`config.mk`:
```
export PLATFORM = sky130hd
export DESIGN_NAME = jhmi_ram
export DESIGN_NICKNAME = d
export VERILOG_FILES = /design/src/rtl/jhmi_ram.sv
export SDC_FILE = /design/constraint.sdc
export NUM_CORES = 1
export LEC_CHECK = 0
export BUFFER_PORTS_ARGS = -buffer_cell sky130_fd_sc_hd__buf_2
export CORE_ASPECT_RATIO = 0.9
export CORE_MARGIN = 10
export CORE_UTILIZATION = 45
export CTS_BUF_LIST = sky130_fd_sc_hd__clkbuf_8
export DETAILED_ROUTE_END_ITERATION = 8
export GPL_ROUTABILITY_DRIVEN = 0
export PLACE_DENSITY = 0.62
export SLEW_MARGIN = 30
export SYNTH_ARGS = -nofsm -noshare
export SYNTH_HDL_FRONTEND = slang
export SYNTH_SLANG_ARGS = --single-unit
```
`constraint.sdc`:
```
create_clock -name clk -period 2.6 [get_ports clk]
set_input_delay 0.13 -clock clk [delete_from_list [all_inputs] [get_ports clk]]
set_output_delay 0.13 -clock clk [all_outputs]
set_load 0.01 [all_outputs]
```
`src/rtl/jhmi_ram.sv`:
```
// ----------------------------------------------------------------------------
// jhmi_ram
// Generic simple dual-port RAM, one write and one registered read port.
// ----------------------------------------------------------------------------
module jhmi_ram #(
  parameter int WIDTH = 24,
  parameter int DEPTH = 64
) (
  input  logic                     clk,
  input  logic                     we,
  input  logic [$clog2(DEPTH)-1:0] waddr,
  input  logic [WIDTH-1:0]         wdata,
  input  logic [$clog2(DEPTH)-1:0] raddr,
  output logic [WIDTH-1:0]         rdata
);

  logic [WIDTH-1:0] mem [DEPTH];

  // Write port and registered read port.
  always_ff @(posedge clk) begin
    if (we) begin
      mem[waddr] <= wdata;
    end
    rdata <= mem[raddr];
  end

endmodule

```
# Word-level counts from Yosys, hierarchy flattened
# Memories as Yosys holds them, arrays and structs flattened. A register that Yosys moved wholly into a read port is not among the register bits.
# Cells that the tools add are included.
dict set report word_totals {
  reg_bits 0
  ram_bits 1536
  inputBits 38
  elab_cells 3
  n_memories 1
}
# memory words word_bits rd rd_clocked_by_memory_dff write_ports line_no
set mem_list {}
lappend mem_list {mem 64 24 1 1 1 17} ;# logic [WIDTH-1:0] mem [DEPTH];
dict set report op_classes {
  mux 2
}
# op count
set op_table {}
lappend op_table {{1-bit 2-to-1 mux} 2}

# Longest topological paths before layout
dict set report depth {
  word_depth 2
  mapped_depth 9
  mapped_depth_nobuf 5
}

# Worst setup path before layout
# Ideal clock, no wire load.
dict set report synth_path {
  path_kind {in2reg}
  start {input waddr[3]}
  end {memory mem[48][0], enable pin}
  setup_time_ns 0.435
  arrival_time_ns 2.292
  setup_slack_ns -0.127
  path_stages 4
  path_buffers 1
  cell_sequence {clkbuf_1 > nor2b_1 > nand4b_1 > nor3_1}
}
# element line_no
set synth_lines {}
lappend synth_lines {{start, declared} 11} ;# input logic [$clog2(DEPTH)-1:0] waddr,
lappend synth_lines {{end, declared} 17}
# No word-level cell before the write port.

==> impl_metrics.tcl <==
set metrics [dict create \
    p_sw_share_pct 22.61 \
    clock-root-buffer "clkbuf_8" \
    die_h_um 364.4 \
    routed-via-count 29440 \
    ios 62 \
    slowest_delay_ns 0.75 \
    worst_setup_path_start_kind "input port" \
    clkTransAtPathRegs_ns 0.06 \
    grt_pass1_wl_um 218700 \
    synthCells 2610 \
    grt_start_max_net_pins 65 \
    first_pass_iters 5 \
    tritoncts "yes" \
    fin_skew_ns 0.06978 \
    yosysSeqAreaShare_pct 78.60 \
    cpMaxStageDelayCell "a221oi_1" \
    total_power_w 0.04979 \
    arrival_ns 3.28 \
    syn_nets 2648 \
    irDropWorstVdd_uv 520.7 \
    via_per_inst 5.923 \
    fp-row-count 126 \
    clockBufferDepth 3 \
    core-area_mm2 0.1310 \
    synthToLayoutAreaGrowth_pct 15.41 \
    dp_slack_ns -0.1723 \
    syn_area_mm2 0.05930 \
    crit_type "in -> reg" \
    layout-drive-gt1-share_pct 33.69 \
    drt.antenna.violating_nets 0 \
    switchingPower_w 0.01126 \
    setup_ws_ns 0.1852 \
    dieArea_mm2 0.1467 \
    period_share_pct 92.88 \
    drt-initial-drc-count 3538 \
    worstPathCellList "dlygate4sd3_1 -> buf_4 -> buf_12 -> nand2b_1 -> o22ai_1 -> a221oi_1 -> o21a_1" \
    post_cts_resized 0 \
    rsz0062_at_grt "false" \
    ys.flop_type "edfxtp_1" \
    avgSynthCellArea_um2 22.72 \
    synth_edf_count 1536 \
    drv_slew 0 \
    grt_use_total_pct 20.76 \
    hold_class "in -> reg" \
    fmax_ghz 0.4141 \
    cts_inserted_buffers 231 \
    synthArstFlopShare_pct 0 \
    cts_setup_buffers 0 \
    internal_power_w 0.03853 \
    fin_crit_ns 2.415 \
    dieWidth_um 402.6 \
    cellLeakagePower_nw 22.18 \
    grt_pass1_vias 30150 \
    critPathCaptureType "flip-flop" \
    ff_latch_area_mm2 0.04660 \
    hold_viol 0 \
    slew_headroom_pct 37.24 \
    synth_seq_cells 1560 \
    place_hpwl_um 92300 \
    max-cap-violations 0 \
    ys_types 40 \
    initial_utilization_pct 45.26 \
    multi_input_area_mm2 0.01210 \
    outcome "complete, no violations" \
    finalNetCount 3070 \
    required_ns 3.46 \
    cp_max_fo 30 \
    wl_per_cell_um 30.72 \
    clock-sinks 1560 \
    power.density_mw_per_mm2 727.5 \
    yosysWarnings 0 \
    setup_viol_count_final 0 \
    r2r_cells 7 \
    min_path_cells 5 \
    htreeDepth 4 \
    overflow 0 \
    tightest_slew_ns 0.9414 \
    antenna_found_initial 23 \
    numPortBuffers 61 \
    drt_wl_total_um 152700 \
    fillers 9962 \
    clkPwrFrac_pct 38.2 \
    seqPwrFrac_pct 56.2 \
    clock_latency_ns 0.96 \
    p_comb_share_pct 5.6 \
    drcViolationCount 0 \
]
-- state kept, by name (all words and copies together) (netlist names) --
name	flops
mem	1536
rdata	24
-- synth_stat cells (16+ instances only) --
| cell | count | area, um^2 |
|---|---|---|
| a221oi_1 | 52 | 455.4 |
| o22ai_1 | 53 | 331.6 |
| buf_2 | 45 | 225.2 |
| and3_1 | 16 | 100.1 |
| a22oi_1 | 29 | 217.7 |
| buf_4 | 31 | 232.7 |
| nand3_1 | 20 | 100.1 |
| nor2_1 | 80 | 300.3 |
| edfxtp_1 | 1536 | 46120 |
| dfxtp_1 | 24 | 480.5 |
| mux2i_1 | 95 | 950.9 |
| clkbuf_1 | 44 | 165.2 |
| mux4_2 | 355 | 7995 |
| mux2_2 | 53 | 596.8 |
| nand2_1 | 36 | 135.1 |
| a21oi_1 | 22 | 110.1 |
-- placed cells by master, fill, tap and decap left out, types with 18 or more instances in the layout --
master         count
a21oi_1           22
inv_1             83
dlygate4sd3_1     31
clkinv_1          46
buf_4            199
o22ai_1           53
a22oi_1           29
buf_2             53
nor2_1            18
clkinv_2          31
mux4_2           355
dfxtp_1           24
buf_12            45
nand3_1           20
a221oi_1          51
mux2i_1           95
nor2_2            62
clkbuf_8         262
edfxtp_1        1536
nand2_1           36
mux2_2            53
-- logic make-up (layout without fill, tap and decap cells) --
family | Yosys count | in the layout | synth area share [%]
buffers and inverters | 144 | 772 | 1.310
AO/OA/AOI/OAI | 207 | 207 | 2.441
multiplexers | 503 | 503 | 16.09
other | 0 | 5 | 0
flip-flops | 1560 | 1560 | 78.60
AND/OR/NAND/NOR | 196 | 196 | 1.557
-- layer usage --
metal | vias up | part of all wire, % | track usage (%)
met5 | - | 0.045 | 0
met4 | 12 | 2.5 | 6.635
met3 | 242 | 10 | 5.823
met2 | 1499 | 46 | 31.95
met1 | 15640 | 41 | 28.79
li1 | 12050 | - | -
-- final timing paths --
kind                    from         to  slack [ns]
setup / recovery    raddr[3]   rdata[4]        0.19
hold / removal      raddr[0]  rdata[23]        0.09
setup reg to reg  mem[38][5]   rdata[5]        0.25
hold reg to reg   mem[28][3]   rdata[3]        0.92
-- power groups by stage --
stage | registers [W] | logic, W | clock network (W)
2_1_floorplan | 0.0284 | 0.00138 | 0
3_3_place_gp | 0.0285 | 0.00269 | 0
3_5_place_dp | 0.0285 | 0.00275 | 0
4_1_cts | 0.0280 | 0.00281 | 0.0194
5_1_grt | 0.0280 | 0.00295 | 0.0206
6_report | 0.0280 | 0.00279 | 0.0190
-- through the flow --
step | hold WS [ns] | utilization, % | cells | instance area (um^2) | setup TNS [ns]
2_1_floorplan | 0.2289 | - | 2610 | 59310 | 0
3_3_place_gp | 0.5366 | 48.50 | 4494 | 63540 | -1.535
3_5_place_dp | 0.5405 | 48.52 | 4496 | 63570 | -0.4844
4_1_cts | 0.01034 | 52.22 | 4966 | 68410 | 0
5_1_grt | 0.1034 | 52.23 | 4968 | 68430 | 0
6_report | 0.08676 | 52.24 | 4971 | 68430 | 0
-- critical path, delay by kind of cell --
kind | cells | cell delay, ns
buffers and inverters | 3 | 1.26
AO/OA/AOI/OAI | 3 | 1.15
AND/OR/NAND/NOR | 1 | 0.72
-- cell type report --
| type | count | share of cell area [%] |
|---|---|---|
| Sequential cell | 1560 | 68.10 |
| Tap cell | 1728 | 3.159 |
| Inverter | 2 | 0.01097 |
| Clock buffer | 261 | 5.249 |
| Antenna cell | 5 | 0.01828 |
| Timing Repair Buffer | 331 | 4.404 |
| Multi-Input combinational cell | 906 | 17.68 |
| Clock inverter | 178 | 1.379 |
-- repair_timing --
action,CTS,global route
endpoints found under the hold margin,1423,0
endpoints found under the setup margin,0,0
hold buffers,31,0
No activity file was read; power rests on OpenSTA's default activity.
