File: src/rtl/jhmi_pkg.sv
// ----------------------------------------------------------------------------
// jhmi_pkg
// Shared constants, types and helpers of the joint-histogram mutual
// information block.
// ----------------------------------------------------------------------------
package jhmi_pkg;

  localparam int BINS_PER_AXIS = 64;
  localparam int BIN_BITS      = $clog2(BINS_PER_AXIS);
  localparam int CELL_BITS     = 2 * BIN_BITS;
  localparam int CELLS         = BINS_PER_AXIS * BINS_PER_AXIS;
  localparam int PIXEL_BITS    = 8;
  localparam int COUNT_BITS    = 24;
  localparam int MI_BITS       = 32;

  localparam logic [COUNT_BITS-1:0] COUNT_MAX = '1;

  // Logarithm format: integer part of log2 and LOG_FRAC fraction bits.
  localparam int LOG_FRAC      = 26;
  localparam int LOG_INT_BITS  = $clog2(COUNT_BITS);
  localparam int LOG_BITS      = LOG_INT_BITS + LOG_FRAC;
  localparam int LOG_SUM_BITS  = LOG_BITS + 1;
  localparam int MANT_BITS     = 32;
  localparam int PROD_BITS     = COUNT_BITS + LOG_SUM_BITS;
  localparam int ACC_BITS      = 64;

  // Final scaling: quotient carries 8 extra fraction bits.
  localparam int QEXT_BITS     = 8;
  localparam int DIV_BITS      = ACC_BITS + QEXT_BITS;
  localparam int Q2_BITS       = MI_BITS + QEXT_BITS;
  localparam int Q2_HALF       = Q2_BITS / 2;
  localparam int LN2_BITS      = 24;
  localparam logic [LN2_BITS-1:0] LN2_Q24 = 24'd11629080;
  localparam int SCALE_BITS    = Q2_HALF + LN2_BITS;
  localparam int SCALE_SHIFT   = 34;

  typedef enum logic [4:0] {
    S_CLEAR,
    S_IDLE,
    S_INCR,
    S_MARG,
    S_LOGN_GO,
    S_LOGN_WAIT,
    S_MI_RD,
    S_MI_LAT,
    S_LC_GO,
    S_LC_WAIT,
    S_LX_GO,
    S_LX_WAIT,
    S_LY_GO,
    S_LY_WAIT,
    S_MUL,
    S_ACC,
    S_NEXT,
    S_DIV_GO,
    S_DIV_WAIT,
    S_SCALE_LO,
    S_SCALE_HI,
    S_SCALE_SUM,
    S_DONE
  } state_t;

  typedef enum logic [1:0] {
    LG_IDLE,
    LG_NORM,
    LG_SQR
  } log_phase_t;

  // Bin of a grey value: the top bits of the pixel.
  function automatic logic [BIN_BITS-1:0] to_bin(input logic [PIXEL_BITS-1:0] px);
    return px[PIXEL_BITS-1 -: BIN_BITS];
  endfunction

endpackage

File: src/rtl/jhmi_div.sv
// ----------------------------------------------------------------------------
// jhmi_div
// Restoring bit-serial divider, one quotient bit per cycle.
// ----------------------------------------------------------------------------
module jhmi_div (
  input  logic                            clk,
  input  logic                            rst,
  input  logic                            start,
  input  logic [jhmi_pkg::DIV_BITS-1:0]   dividend,
  input  logic [jhmi_pkg::COUNT_BITS-1:0] divisor,
  output logic                            busy,
  output logic                            done,
  output logic [jhmi_pkg::DIV_BITS-1:0]   quotient
);
  import jhmi_pkg::*;

  localparam int CNT_BITS = $clog2(DIV_BITS);

  logic [CNT_BITS-1:0]   cnt;
  logic [DIV_BITS-1:0]   dvd;
  logic [COUNT_BITS-1:0] dsr;
  logic [COUNT_BITS-1:0] rem;
  logic [COUNT_BITS:0]   trial;
  logic                  fits;

  // Trial subtraction of the divisor from the shifted remainder.
  assign trial = {rem, dvd[DIV_BITS-1]};
  assign fits  = (trial >= {1'b0, dsr});

  always_ff @(posedge clk) begin
    if (rst) begin
      busy <= 1'b0;
      done <= 1'b0;
    end else begin
      done <= 1'b0;
      if (!busy) begin
        if (start) begin
          busy <= 1'b1;
          cnt  <= '0;
          dvd  <= dividend;
          dsr  <= divisor;
          rem  <= '0;
        end
      end else begin
        dvd      <= {dvd[DIV_BITS-2:0], 1'b0};
        rem      <= fits ? COUNT_BITS'(trial - {1'b0, dsr}) : trial[COUNT_BITS-1:0];
        quotient <= {quotient[DIV_BITS-2:0], fits};
        cnt      <= cnt + 1'b1;
        if (cnt == CNT_BITS'(DIV_BITS - 1)) begin
          busy <= 1'b0;
          done <= 1'b1;
        end
      end
    end
  end

endmodule

File: config.mk
export PLATFORM = sky130hd
export DESIGN_NAME = jhmi_div
export DESIGN_NICKNAME = d
export VERILOG_FILES = /design/src/rtl/jhmi_pkg.sv /design/src/rtl/jhmi_div.sv
export SDC_FILE = /design/constraint.sdc
export NUM_CORES = 1
export LEC_CHECK = 0
export BUFFER_PORTS_ARGS = -buffer_cell sky130_fd_sc_hd__buf_4
export CORE_MARGIN = 4
export CORE_UTILIZATION = 30
export CTS_BUF_LIST = sky130_fd_sc_hd__clkbuf_4
export CTS_CLUSTER_SIZE = 20
export DETAILED_ROUTE_END_ITERATION = 8
export PLACE_DENSITY = 0.5
export SETUP_SLACK_MARGIN = 0.15
export SYNTH_ARGS = -nofsm -noshare
export SYNTH_HDL_FRONTEND = slang
export SYNTH_SLANG_ARGS = --single-unit
File: constraint.sdc
create_clock -name clk -period 6.99 [get_ports clk]
set_input_delay 1.7475 -clock clk [delete_from_list [all_inputs] [get_ports clk]]
set_output_delay 1.7475 -clock clk [all_outputs]
set_load 0.03 [all_outputs]
* Word level (Yosys, flattened, before mapping)
Cells that the tools add are included.
** Operators by class
- Add/sub/neg operators :: 2
- Eq/ne operators :: 1
- Reduce and logical (&&, ||, !) cells :: 5
- Bitwise operators :: 2
- Mux-type cells :: 11
- Order comparisons :: 1
** Operators by type and width (count)
- 72-bit 2-to-1 mux :: 2
- 24-bit 2-to-1 mux :: 3
- 25-bit by 24-bit >= comparator with 1-bit output :: 1
- 24-bit subtractor :: 1
- 7-bit 2-to-1 mux :: 2
- 7-bit by 1-bit adder with 7-bit output (second input constant) :: 1
- 7-bit equality test (second input constant) :: 1
- 1-bit 2-to-1 mux :: 4
- 2-bit AND reduction :: 2
- 3-bit AND reduction :: 1
- 1-bit inverter :: 2
- 2-bit nonzero test :: 1
- 2-bit OR reduction :: 1
** Storage, ports and cells
- Flip-flop bits (word level) :: 201
- Output and inout bits :: 74

* Longest topological paths before layout
- Depth in word-level cells :: 3
- Gate-level depth with buffers :: 12

* Worst setup path after synthesis
Ideal clock, no wire load.
- Kind :: input to register
- Start point :: input port start
- End point :: register cnt[0] (enable)
- Stages :: 2
- Library setup time :: 0.565 ns
- Slack :: 0.350 ns
- Path buffers :: 0
- Data arrival time :: 6.074 ns
- Data required time :: 6.425 ns
- Cells stage by stage :: nor2_1 nor2_1
** Between the ends
- Word-level cells in the longest chain between the ends :: 2
** Ends and longest elaborated chain
- start, declared :: line jhmi_div.sv:8 : input logic start,
- 2-bit nonzero test (no source line)
- 2-bit AND reduction (no source line)
- end signal, assigned :: line jhmi_div.sv:48 : cnt <= cnt + 1'b1;
- end, declared :: line jhmi_div.sv:19 : logic [CNT_BITS-1:0] cnt;
No other way between the ends.
A chain may end at the register's enable or synchronous reset.

* Final worst setup path
- Start point :: register rem[20]
- End point :: register rem[23], data pin
** Between the ends
- Word-level cells in the longest chain between the ends :: 3
** Ends and longest elaborated chain
- start, declared :: line jhmi_div.sv:22 : logic [COUNT_BITS-1:0] rem;
- start signal, assigned :: line jhmi_div.sv:46 : rem <= fits ? COUNT_BITS'(trial - {1'b0, dsr}) : trial[COUNT_BITS-1:0];
- 24-bit subtractor / 25-bit by 24-bit >= comparator with 1-bit output (equally long branches) :: line jhmi_div.sv:46, jhmi_div.sv:28
- 24-bit 2-to-1 mux (*) :: line jhmi_div.sv:46
- 24-bit 2-to-1 mux (*) :: line jhmi_div.sv:36 : if (!busy) begin
Mark *: on every way between the ends. The rest lies on a longest branch, timed or not.

==> metrics.md <==
| Metric | Value |
|---|---|
| Outcome | complete, no violations |
| Sequential share of the synthesized area | 0.678 |
| DR DRC count | 0 |
| Number of global-route vias before repair | approximately 5.8k |
| Worst path cell trace | ha_1, nand4_1, nor4_1, nand2_1, a21oi_1, nor4_1, a31oi_4, nand2_1, o32ai_1 |
| Cells after Synth | about 570 |
| Max stage delay on crit path | around 900 ps |
| Commonest cells after routing, fill and taps aside | edfxtp_1 (199), buf_4 (175), clkbuf_4 (81) |
| First drt pass iteration count | 5 |
| Gr usage total | 0.114 |
| Number of cell rows | slightly above 60 |
| Num CTS Buffers | 56 |
| Share of cells above drive strength 1 | 0.423 |
| Syn. warnings | 0 |
| Die width | between 150 and 200 µm |
| Area of the multi-input gates | 0.00265 mm² |
| Mapped Area | 0.00887 mm² |
| Final HPWL DP | 12700 µm |
| Period minus WS final | about 3500 ps |
| First-pass GRT wire length | 30400 µm |
| Routed WL | between 15000 and 20000 µm |
| RSZ-0062 raised after global routing | no |
| Arr. time, crit path | between 3000 and 4000 ps |
| Grt ovf | 0 |
| Max frequency | 285 MHz |
| Ys async rst share | 0 |
| Cts repair resizes | 0 |
| Worst slew pin tran | 1120 ps |
| Nets | approximately 910 |
| Kind of critical path | flip-flop to flip-flop |
| CTS sink cnt | 201 |
| H-tree level count | 2 |
| Worst-Skew Late Latency | 660 ps |
| Synth cell types | 54 |
| Peak supply drop | 0.000123 V |
| Total Power | 2.90 mW |
| Post-synth EDFFs | around 200 |
| Seq cells post-synth | 201 |
| Final Slew Violations | 0 |
| Max Cap Viol | 0 |
| Clock slew at reported path FFs | roughly 60 ps |
| Clock Skews | 44.8 ps |
| Worst reg2reg startpoint | rem[20] |
| Synthesized net count | about 700 |
| Final hold vios | 0 |
| Relative slew slack | 0.251 |
| Lkg Pwr | ~4.3 nW |
| # IOs | 173 |
| Cell Pwr Density | 257 mW/mm² |
| Worst reg-to-reg setup slack | 3480 ps |
| Post-CTS Setup Repair Bufs | 0 |
| Die Y | 180 µm |
| Worst Hold Class | flip-flop to flip-flop |
| Largest net degree at the start of global routing | between 70 and 80 |
| Die ar. | 0.0324 mm² |
| Hold Startpoint | quotient[41] |
| Drt initial violations | between 200 and 250 |
| Commonest non-fill, non-tap cell in the layout | edfxtp_1 |
| CTS Root Cell | clkbuf_4 |
| Crit-path max FO | 31 |
| R2R depth | 9 |
| Initial antenna violation count | 1 |
| Worst Setup End Kind | flip-flop |
| # setup viols final | 0 |
| Most used DFF post-synth | edfxtp_1 |
| Period utilization | 0.502 |
| Syn_area_per_cell | 15.5 µm² |
| GP Congestion | 0.768 |
| Fin Setup TNS | 0 ps |
| Worst reg2reg endpoint | rem[23] |
| Fillers | around 2.8k |
| FF+latch area | between 0.006 and 0.007 mm² |
| CP required | 7420 ps |
| Initial Util | 0.307 |
| Hold bufs inserted after CTS | 0 |
| Hold depth | 0 |
| DR vias | 5409 |
| Slowest-stage cell, CP | a31oi_4 |
| Remaining antenna violation count after routing | 0 |
| PortBufs | 172 |
| Startpoint Class | flip-flop |
| Vias/cell | 4.48 |
| Clock Path Buffers | 3 |
| CTS tree | built |
| Core area | between 0.02 and 0.03 mm² |
| Hold path endpoint | quotient[42] |
| Routed len/inst | 15.6 µm |
| Synth-to-layout area growth | 27.0% |
==> where the power goes <==
part | internal [mW] | switching, mW
Clock | 0.527 | 0.477
Combinational | 0.205 | 0.227
Sequential | 1.43 | 0.0353
Total | 2.16 | 0.740
==> stage by stage <==
| step | std cells | util | hold WS (ps) | cell area [µm²] | setup slack, ps |
|---|---|---|---|---|---|
| global placement | 1114 | 0.366 | 440 | 10600 | 3450 |
| finish | 1208 | 0.389 | 445 | 11300 | 3480 |
| CTS | 1207 | 0.389 | 450 | 11300 | 3450 |
| floorplan | 574 | - | 523 | 8870 | 350 |
| detailed placement | 1114 | 0.366 | 436 | 10600 | 3380 |
| global route | 1208 | 0.389 | 463 | 11300 | 3130 |
==> critical path: cells and delay by family (launching register included) <==
family | cells | cell delay, ps
compound gates | 3 | 1430
simple gates | 5 | 1050
fa+ha+maj | 1 | 420
flops | 1 | 400
==> layout make-up <==
class,instances,area share
clock buffers,81,0.0540
inverters,31,0.0103
repair buffers,176,0.118
multi-input cells,322,0.235
well taps,384,0.0426
flip-flops and latches,201,0.534
clock inverters,12,0.00500
diodes,1,0.000222
==> synth_stat cells (2+ instances only) <==
master	n	area [µm²]
nand2_1	21	78.8
a21boi_0	2	15.0
nand4_1	6	37.5
o22ai_1	5	31.3
o21a_1	8	60.1
dfxtp_1	2	40.0
nand2b_1	5	31.3
buf_2	2	10.0
o32ai_1	2	17.5
buf_6	3	33.8
xor2_1	10	87.6
o21bai_1	2	15.0
ha_1	25	313
clkbuf_1	13	48.8
o21ai_0	14	70.1
inv_1	31	116
mux2i_1	15	150
o31ai_1	3	22.5
mux2_2	72	811
and3_1	2	12.5
a21oi_1	22	110
o211a_1	5	50.1
and2_1	8	50.1
a21o_1	6	45.0
or3_1	6	37.5
nand3_1	10	50.1
nor2_1	18	67.6
nor3_1	2	10.0
nor2b_1	19	119
xnor2_1	11	96.3
nor4_1	3	18.8
edfxtp_1	199	5980
==> layer usage <==
layer | track usage | part of all wire | up-vias
li1 | - | - | 2631
met1 | 0.151 | 0.45 | 2553
met2 | 0.170 | 0.44 | 190
met3 | 0.0428 | 0.083 | 35
met4 | 0.0433 | 0.023 | 0
met5 | 0 | 0 | -
==> sequential cells by signal, indices dropped and copies added (netlist names) <==
name      cells
rem          24
dvd          72
busy          1
done          1
dsr          24
quotient     72
cnt           7
==> kinds of logic after synthesis <==
family | count (synthesis) | synth area share
DFF | 201 | 0.678
and+or+nand+nor | 103 | 0.0608
muxes | 87 | 0.108
AOI/OAI and AO/OA | 85 | 0.0701
buffers and inverters | 51 | 0.0248
adders and majority gates | 26 | 0.0375
xor gates and xnor gates | 21 | 0.0207
==> worst max path at each step <==
stage / start / end
5_1_grt: rem[20] / rem[23]
2_1_floorplan: start / cnt[0]
6_report: rem[20] / rem[23]
3_5_place_dp: rst / quotient[27]
3_3_place_gp: rst / quotient[27]
4_1_cts: rem[20] / rem[23]
(Power assumes the default switching activity.)
