File: config.mk
export PLATFORM = sky130hd
export DESIGN_NAME = jhmi_log2
export DESIGN_NICKNAME = d
export VERILOG_FILES = /design/src/rtl/jhmi_pkg.sv /design/src/rtl/jhmi_log2.sv
export SDC_FILE = /design/constraint.sdc
export NUM_CORES = 2
export LEC_CHECK = 0
export BUFFER_PORTS_ARGS = -buffer_cell sky130_fd_sc_hd__clkbuf_2
export CAP_MARGIN = 20
export CORE_ASPECT_RATIO = 0.7
export CORE_MARGIN = 2
export CORE_UTILIZATION = 50
export CTS_CLUSTER_DIAMETER = 120
export CTS_CLUSTER_SIZE = 28
export DETAILED_ROUTE_END_ITERATION = 10
export PLACE_DENSITY = 0.66
export SLEW_MARGIN = 30
export SYNTH_ARGS = -nofsm -noshare
export SYNTH_HDL_FRONTEND = slang
export SYNTH_SLANG_ARGS = --single-unit
export TNS_END_PERCENT = 50
File: constraint.sdc
create_clock -name clk -period 18 [get_ports clk]
set_input_delay 0.9 -clock clk [delete_from_list [all_inputs] [get_ports clk]]
set_output_delay 0.9 -clock clk [all_outputs]
set_load 0.005 [all_outputs]
File: src/rtl/jhmi_pkg.sv
// ----------------------------------------------------------------------------
// jhmi_pkg
// Shared constants, types and helpers of the joint-histogram mutual
// information block.
// ----------------------------------------------------------------------------
package jhmi_pkg;

  localparam int BINS_PER_AXIS = 64;
  localparam int BIN_BITS      = $clog2(BINS_PER_AXIS);
  localparam int CELL_BITS     = 2 * BIN_BITS;
  localparam int CELLS         = BINS_PER_AXIS * BINS_PER_AXIS;
  localparam int PIXEL_BITS    = 8;
  localparam int COUNT_BITS    = 24;
  localparam int MI_BITS       = 32;

  localparam logic [COUNT_BITS-1:0] COUNT_MAX = '1;

  // Logarithm format: integer part of log2 and LOG_FRAC fraction bits.
  localparam int LOG_FRAC      = 26;
  localparam int LOG_INT_BITS  = $clog2(COUNT_BITS);
  localparam int LOG_BITS      = LOG_INT_BITS + LOG_FRAC;
  localparam int LOG_SUM_BITS  = LOG_BITS + 1;
  localparam int MANT_BITS     = 32;
  localparam int PROD_BITS     = COUNT_BITS + LOG_SUM_BITS;
  localparam int ACC_BITS      = 64;

  // Final scaling: quotient carries 8 extra fraction bits.
  localparam int QEXT_BITS     = 8;
  localparam int DIV_BITS      = ACC_BITS + QEXT_BITS;
  localparam int Q2_BITS       = MI_BITS + QEXT_BITS;
  localparam int Q2_HALF       = Q2_BITS / 2;
  localparam int LN2_BITS      = 24;
  localparam logic [LN2_BITS-1:0] LN2_Q24 = 24'd11629080;
  localparam int SCALE_BITS    = Q2_HALF + LN2_BITS;
  localparam int SCALE_SHIFT   = 34;

  typedef enum logic [4:0] {
    S_CLEAR,
    S_IDLE,
    S_INCR,
    S_MARG,
    S_LOGN_GO,
    S_LOGN_WAIT,
    S_MI_RD,
    S_MI_LAT,
    S_LC_GO,
    S_LC_WAIT,
    S_LX_GO,
    S_LX_WAIT,
    S_LY_GO,
    S_LY_WAIT,
    S_MUL,
    S_ACC,
    S_NEXT,
    S_DIV_GO,
    S_DIV_WAIT,
    S_SCALE_LO,
    S_SCALE_HI,
    S_SCALE_SUM,
    S_DONE
  } state_t;

  typedef enum logic [1:0] {
    LG_IDLE,
    LG_NORM,
    LG_SQR
  } log_phase_t;

  // Bin of a grey value: the top bits of the pixel.
  function automatic logic [BIN_BITS-1:0] to_bin(input logic [PIXEL_BITS-1:0] px);
    return px[PIXEL_BITS-1 -: BIN_BITS];
  endfunction

endpackage

File: src/rtl/jhmi_log2.sv
// ----------------------------------------------------------------------------
// jhmi_log2
// Iterative fixed-point log2 of a count: normalize one bit a cycle, then one
// mantissa squaring a cycle for each fraction bit.
// ----------------------------------------------------------------------------
module jhmi_log2 (
  input  logic                            clk,
  input  logic                            rst,
  input  logic                            start,
  input  logic [jhmi_pkg::COUNT_BITS-1:0] x,
  output logic                            busy,
  output logic                            done,
  output logic [jhmi_pkg::LOG_BITS-1:0]   result
);
  import jhmi_pkg::*;

  localparam int STEP_BITS = $clog2(LOG_FRAC);

  log_phase_t                phase, phase_next;
  logic [MANT_BITS-1:0]      m;
  logic [LOG_INT_BITS-1:0]   e;
  logic [LOG_FRAC-1:0]       frac;
  logic [STEP_BITS-1:0]      step;
  logic [2*MANT_BITS-1:0]    sq;
  logic [MANT_BITS:0]        sq_sh;
  logic [LOG_FRAC-1:0]       frac_next;
  logic                      last_step;

  // Square of the mantissa, truncated to Q2.31.
  assign sq        = m * m;
  assign sq_sh     = sq[2*MANT_BITS-1 -: MANT_BITS+1];
  assign frac_next = {frac[LOG_FRAC-2:0], sq_sh[MANT_BITS]};
  assign last_step = (step == STEP_BITS'(LOG_FRAC - 1));

  // Next phase.
  always_comb begin
    phase_next = phase;
    unique case (phase)
      LG_IDLE: if (start && (x != '0)) phase_next = LG_NORM;
      LG_NORM: if (m[MANT_BITS-1]) phase_next = LG_SQR;
      LG_SQR:  if (last_step) phase_next = LG_IDLE;
      default: phase_next = LG_IDLE;
    endcase
  end

  // Status outputs.
  always_comb begin
    busy = (phase != LG_IDLE);
  end

  always_ff @(posedge clk) begin
    if (rst) begin
      phase <= LG_IDLE;
      done  <= 1'b0;
    end else begin
      phase <= phase_next;
      done  <= 1'b0;
      unique case (phase)
        LG_IDLE: begin
          if (start) begin
            m    <= {x, (MANT_BITS-COUNT_BITS)'(0)};
            e    <= LOG_INT_BITS'(COUNT_BITS - 1);
            step <= '0;
            if (x == '0) begin
              result <= '0;
              done   <= 1'b1;
            end
          end
        end
        LG_NORM: begin
          if (!m[MANT_BITS-1]) begin
            m <= {m[MANT_BITS-2:0], 1'b0};
            e <= e - 1'b1;
          end
        end
        LG_SQR: begin
          m    <= sq_sh[MANT_BITS] ? sq_sh[MANT_BITS:1] : sq_sh[MANT_BITS-1:0];
          frac <= frac_next;
          step <= step + 1'b1;
          if (last_step) begin
            result <= {e, frac_next};
            done   <= 1'b1;
          end
        end
        default: ;
      endcase
    end
  end

endmodule

; Word-level counts from Yosys, hierarchy flattened
; Index checks and enable logic that the tools add are counted.
[totals]
elab_cells = 57
register_bits = 101
output_inout_bits = 33
input_bits = 27
[classes]
add_sub_neg = 2
mul = 1
n_bitwise = 1
eq_ne = 9
n_mux = 21
reduce_logical = 15
[op_table]
columns = cell, n
row1 = $mux 32, 3
row2 = $pmux 32 s3, 1
row3 = $mux 31, 3
row4 = $mul 32x32->64, 1
row5 = $pmux 31 s2, 1
row6 = $logic_not 24->1, 1
row7 = $reduce_bool 24->1, 1
row8 = $pmux 5 s2, 2
row9 = $mux 5, 3
row10 = $ne 2x2->1 const B, 6
row11 = $reduce_and 3->1, 3
row12 = $reduce_and 4->1, 2
row13 = $mux 2, 3
row14 = $pmux 2 s3, 1
row15 = $reduce_bool 2->1, 3
row16 = $add 5x1->5 const B, 1
row17 = $eq 5x5->1 const B, 1
row18 = $reduce_and 5->1, 1
row19 = $sub 5x1->5 const B, 1
row20 = $mux 1, 3
row21 = $reduce_bool 3->1, 1
row22 = $eq 2x1->1 const B, 1
row23 = $eq 2x2->1 const B, 1
row24 = $logic_not 2->1, 1
row25 = other kinds (4), 4

; Logic depth before layout (Yosys ltp)
[logic_depth]
word_depth = 4
ltp_mapped = 32
ltp_nobuf = 28

; Least setup slack after synthesis
; OpenSTA, ideal clock, no wires.
[synth_path]
kind = reg2reg
start = reg m[2]
end = reg m[14], data pin
slack_ns = 9.928
t_required_ns = 17.739
t_arrival_ns = 7.811
stages_incl_launch_ff = 27
synth_period_minus_slack_ns = 8.072
path_buffers = 3
setup_ns = 0.261
cell_sequence = edfxtp_1 > clkbuf_1 > buf_1 > nand2_1 > inv_1 > fa_1 > fa_1 > inv_1 > fa_1 > fa_1 > inv_1 > fa_1 > fa_1 > fa_1 > fa_1 > ha_1 > a21oi_1 > nand2_1 > a222oi_1 > a31oi_1 > nor4_4 > o21ai_1 > a21oi_1 > xor2_1 > buf_4 > mux2_2 > a221o_1
[synth_via]
elab_chain_cells = 3
[synth_lines]
columns = element, line_no
row1 = from (decl), jhmi_log2.sv:20  ; logic [MANT_BITS-1:0] m;
row2 = from (signal assigned), jhmi_log2.sv:61  ; m <= {x, (MANT_BITS-COUNT_BITS)'(0)};
row3 = from (signal assigned), jhmi_log2.sv:72  ; m <= {m[MANT_BITS-2:0], 1'b0};
row4 = from (signal assigned), jhmi_log2.sv:77  ; m <= sq_sh[MANT_BITS] ? sq_sh[MANT_BITS:1] : sq_sh[MANT_BITS-1:0];
row5 = $mul 32x32->64, jhmi_log2.sv:30  ; assign sq = m * m;
row6 = $mux 32, jhmi_log2.sv:77
row7 = $pmux 32 s3, jhmi_log2.sv:58  ; unique case (phase)
; No other way between the ends.
; A chain may end at the register's enable or synchronous reset.

; Worst setup path after layout
[layout_path]
start = reg m[11]
end = reg m[17], data pin
; The elaborated chain is that of the path after synthesis.

==> flow_metrics.env <==
export IMPL_clockBufferDepth=2
export IMPL_start_kind="register"
export IMPL_worstMarginPinSlew_ns=1.07
export IMPL_cts_sinks=101
export IMPL_yosys_area_share_xor_xnor_pct=2.14
export IMPL_drv_slew=0
export IMPL_setup_tns_ns=0
export IMPL_setup_viol=0
export IMPL_hold_buffers=0
export IMPL_rsz0062_at_grt="false"
export IMPL_grt_pass1_vias=25100
export IMPL_synth_ff_type="edfxtp_1"
export IMPL_fin_crit_ns=9.63
export IMPL_synth_compound_area_share_pct=6.07
export IMPL_grt_pass1_wl_um=145000
export IMPL_ys_types=75
export IMPL_vias=23200
export IMPL_post_cts_setup_buffers=0
export IMPL_seq_area_um2=3000
export IMPL_grt_start_max_net_pins=43
export IMPL_synth_top_area_share_pct=47.1
export IMPL_nets=4578
export IMPL_drive_gt1_share_pct=4.39
export IMPL_critPathMaxFanout=29
export IMPL_synth_top_family_by_area="adder cells"
export IMPL_clk_pin_slew_worst_paths_ns=0.08
export IMPL_fin_ws_ns=8.37
export IMPL_critPathKind="register to register"
export IMPL_multi_input_area_um2=26400
export IMPL_final_antenna_net_count=0
export IMPL_viasPerCell=5.34
export IMPL_max_slew_margin_pct=28.9
export IMPL_htreeDepth=3
export IMPL_area_delta_synth_final_pct=4.56
export IMPL_cts_buffers=9
export IMPL_syn_area_per_cell_um2=9.67
export IMPL_muxShareOfSynthArea_pct=0.365
export IMPL_max_freq_mhz=104
export IMPL_seq_area_frac_synth_pct=8.93
export IMPL_synth_edf_count=98
export IMPL_fin_skew_ns=0.0127
export IMPL_fp_dieArea_um2=69400
export IMPL_initial_core_util_pct=50.5
export IMPL_avgRoutedWirePerCell_um=20.9
export IMPL_synthSimpleGateAreaFrac_pct=11.4
export IMPL_core_area_um2=66500
export IMPL_cts_resized=0
export IMPL_num_rows=79
export IMPL_antenna_found_initial=2
export IMPL_drt_wl_total_um=90800
export IMPL_arrival_ns=9.73
export IMPL_yosysTopAreaCell="fa_1"
export IMPL_antenna_cells=0
export IMPL_hold_viol=0
export IMPL_maxCapViolations=0
export IMPL_cp_data_required_time_ns=18.10
export IMPL_clk_latency_ns=0.36
export IMPL_grt_overflow_total=0
export IMPL_nFillCells=6039
export IMPL_status="complete, no violations"
export IMPL_io_pins=60
export IMPL_hp_class="register to register"
export IMPL_ys_ff_latch=101
export IMPL_synth_warning_count=0
export IMPL_cts_root_buf="clkbuf_16"
export IMPL_drc=0
export IMPL_drt_first_pass_iters=5
export IMPL_numPortBuffers=59
export IMPL_cts_tree="built"
export IMPL_drtIter0Drc=1914
export IMPL_gp_congestion=0.968
export IMPL_die_h_um=221
export IMPL_netlist_area_um2=33600
export IMPL_synth_area_leaders="fa_1, ha_1, inv_1"
export IMPL_final_core_util_pct=52.9
export IMPL_synth_fa_ha_area_share_pct=58.4
export IMPL_netlist_instances=3479
export IMPL_synthesis_nets=4602
export IMPL_fp_dieW_um=314
export IMPL_grtUsageTotal_pct=27.6
export IMPL_synthArstFlopShare_pct=0
export IMPL_min_period_over_period_pct=53.5
export IMPL_preCtsSetupSlack_ns=8.62
export IMPL_dp_hpwl_um=74200
export IMPL_critPathCaptureType="register"
-- metrics by stage --
stage,hold slack [ns],area [µm²],std cells
after floorplan,0.418,33600,3479
after global routing,0.454,35200,4351
after CTS,0.443,35100,4350
after detailed placement,0.426,34800,4334
after global placement,0.423,34800,4334
final,0.443,35200,4351
-- cell families (layout without fill, tap and decap cells) --
kind of cell	Yosys count	in the layout
AO/OA/AOI/OAI	287	287
XOR/XNOR	82	82
adder cells (fa/ha/maj)	1096	1096
buffers and inverters	1127	1108
flip-flops	101	101
multiplexers	12	12
AND/OR/NAND/NOR	774	774
-- layout by cell type (no fill, tap or decap), types with 21 or more instances in the layout --
cell / synthesis / layout
o21ai_0: 33 / 33
inv_1: 987 / 987
clkbuf_2: 0 / 59
a21oi_1: 63 / 63
buf_4: 3 / 42
nand2_1: 324 / 324
edfxtp_1: 98 / 98
fa_1: 791 / 791
nand4_1: 21 / 21
xnor2_1: 37 / 37
nor2_1: 78 / 77
and2_1: 264 / 264
a21o_1: 41 / 41
xor2_1: 45 / 44
ha_1: 305 / 305
-- final timing paths --
check	start	endpoint	slack (ns)	cells past startpoint
setup / recovery	m[11]	m[17]	8.37	25
hold / removal	frac[17]	frac[18]	0.44	0
setup reg to reg	m[11]	m[17]	8.37	25
hold reg to reg	frac[17]	frac[18]	0.44	0
-- critical path, stage by stage (launching register included) --
cell and delay, ns:
edfxtp_1 1.06, buf_4 0.53, and2_1 0.29, fa_1 0.44, fa_1 0.51, inv_1 0.05
fa_1 0.47, fa_1 0.53, inv_1 0.06, fa_1 0.57, fa_1 0.43, fa_1 0.52
fa_1 0.45, ha_1 0.42, a21oi_1 0.28, nand2_1 0.13, a222oi_1 0.33, a31oi_1 0.17
nor4_4 0.42, o21ai_1 0.25, a21oi_1 0.27, xor2_2 0.09, buf_4 0.25, inv_2 0.40
nor3_1 0.11, or3_1 0.31
-- synthesized netlist by cell type (all sizes together), types with 10 or more instances --
library cell  instances
a21o                 41
a21oi                64
a22oi                17
a31o                 13
a31oi                13
and2                264
and3                 10
clkbuf              130
edfxtp               98
fa                  791
ha                  305
inv                 988
mux2i                10
nand2               324
nand3                18
nand4                22
nor2                 78
nor2b                15
nor3                 10
nor4                 10
o211ai               16
o21ai                35
o21bai               13
xnor2                37
xor2                 45
-- final cells by class --
cell class              count  area share (%)
clock buffers              11           0.690
inverters                 990            10.6
repair buffers            102            1.78
flip-flops and latches    101            8.54
clock inverters             5           0.185
multi-input cells        2251            75.1
well taps                 891            3.17
-- sequential cells by signal (all words and copies together) (netlist names) --
signal  flops
m          32
done        1
result     31
step        5
frac       25
phase       2
e           5
-- per-layer routing --
layer	vias to the layer above	wire, µm	global-route usage [%]
met4	2	1370	4.24
met3	100	13300	12.8
met1	11600	41200	41.7
met5	-	10	0
met2	1178	34900	36.4
li1	10300	-	-
Power is not shown: default switching activity piles up to over one toggle a cycle in this logic, so the estimate is an artifact.
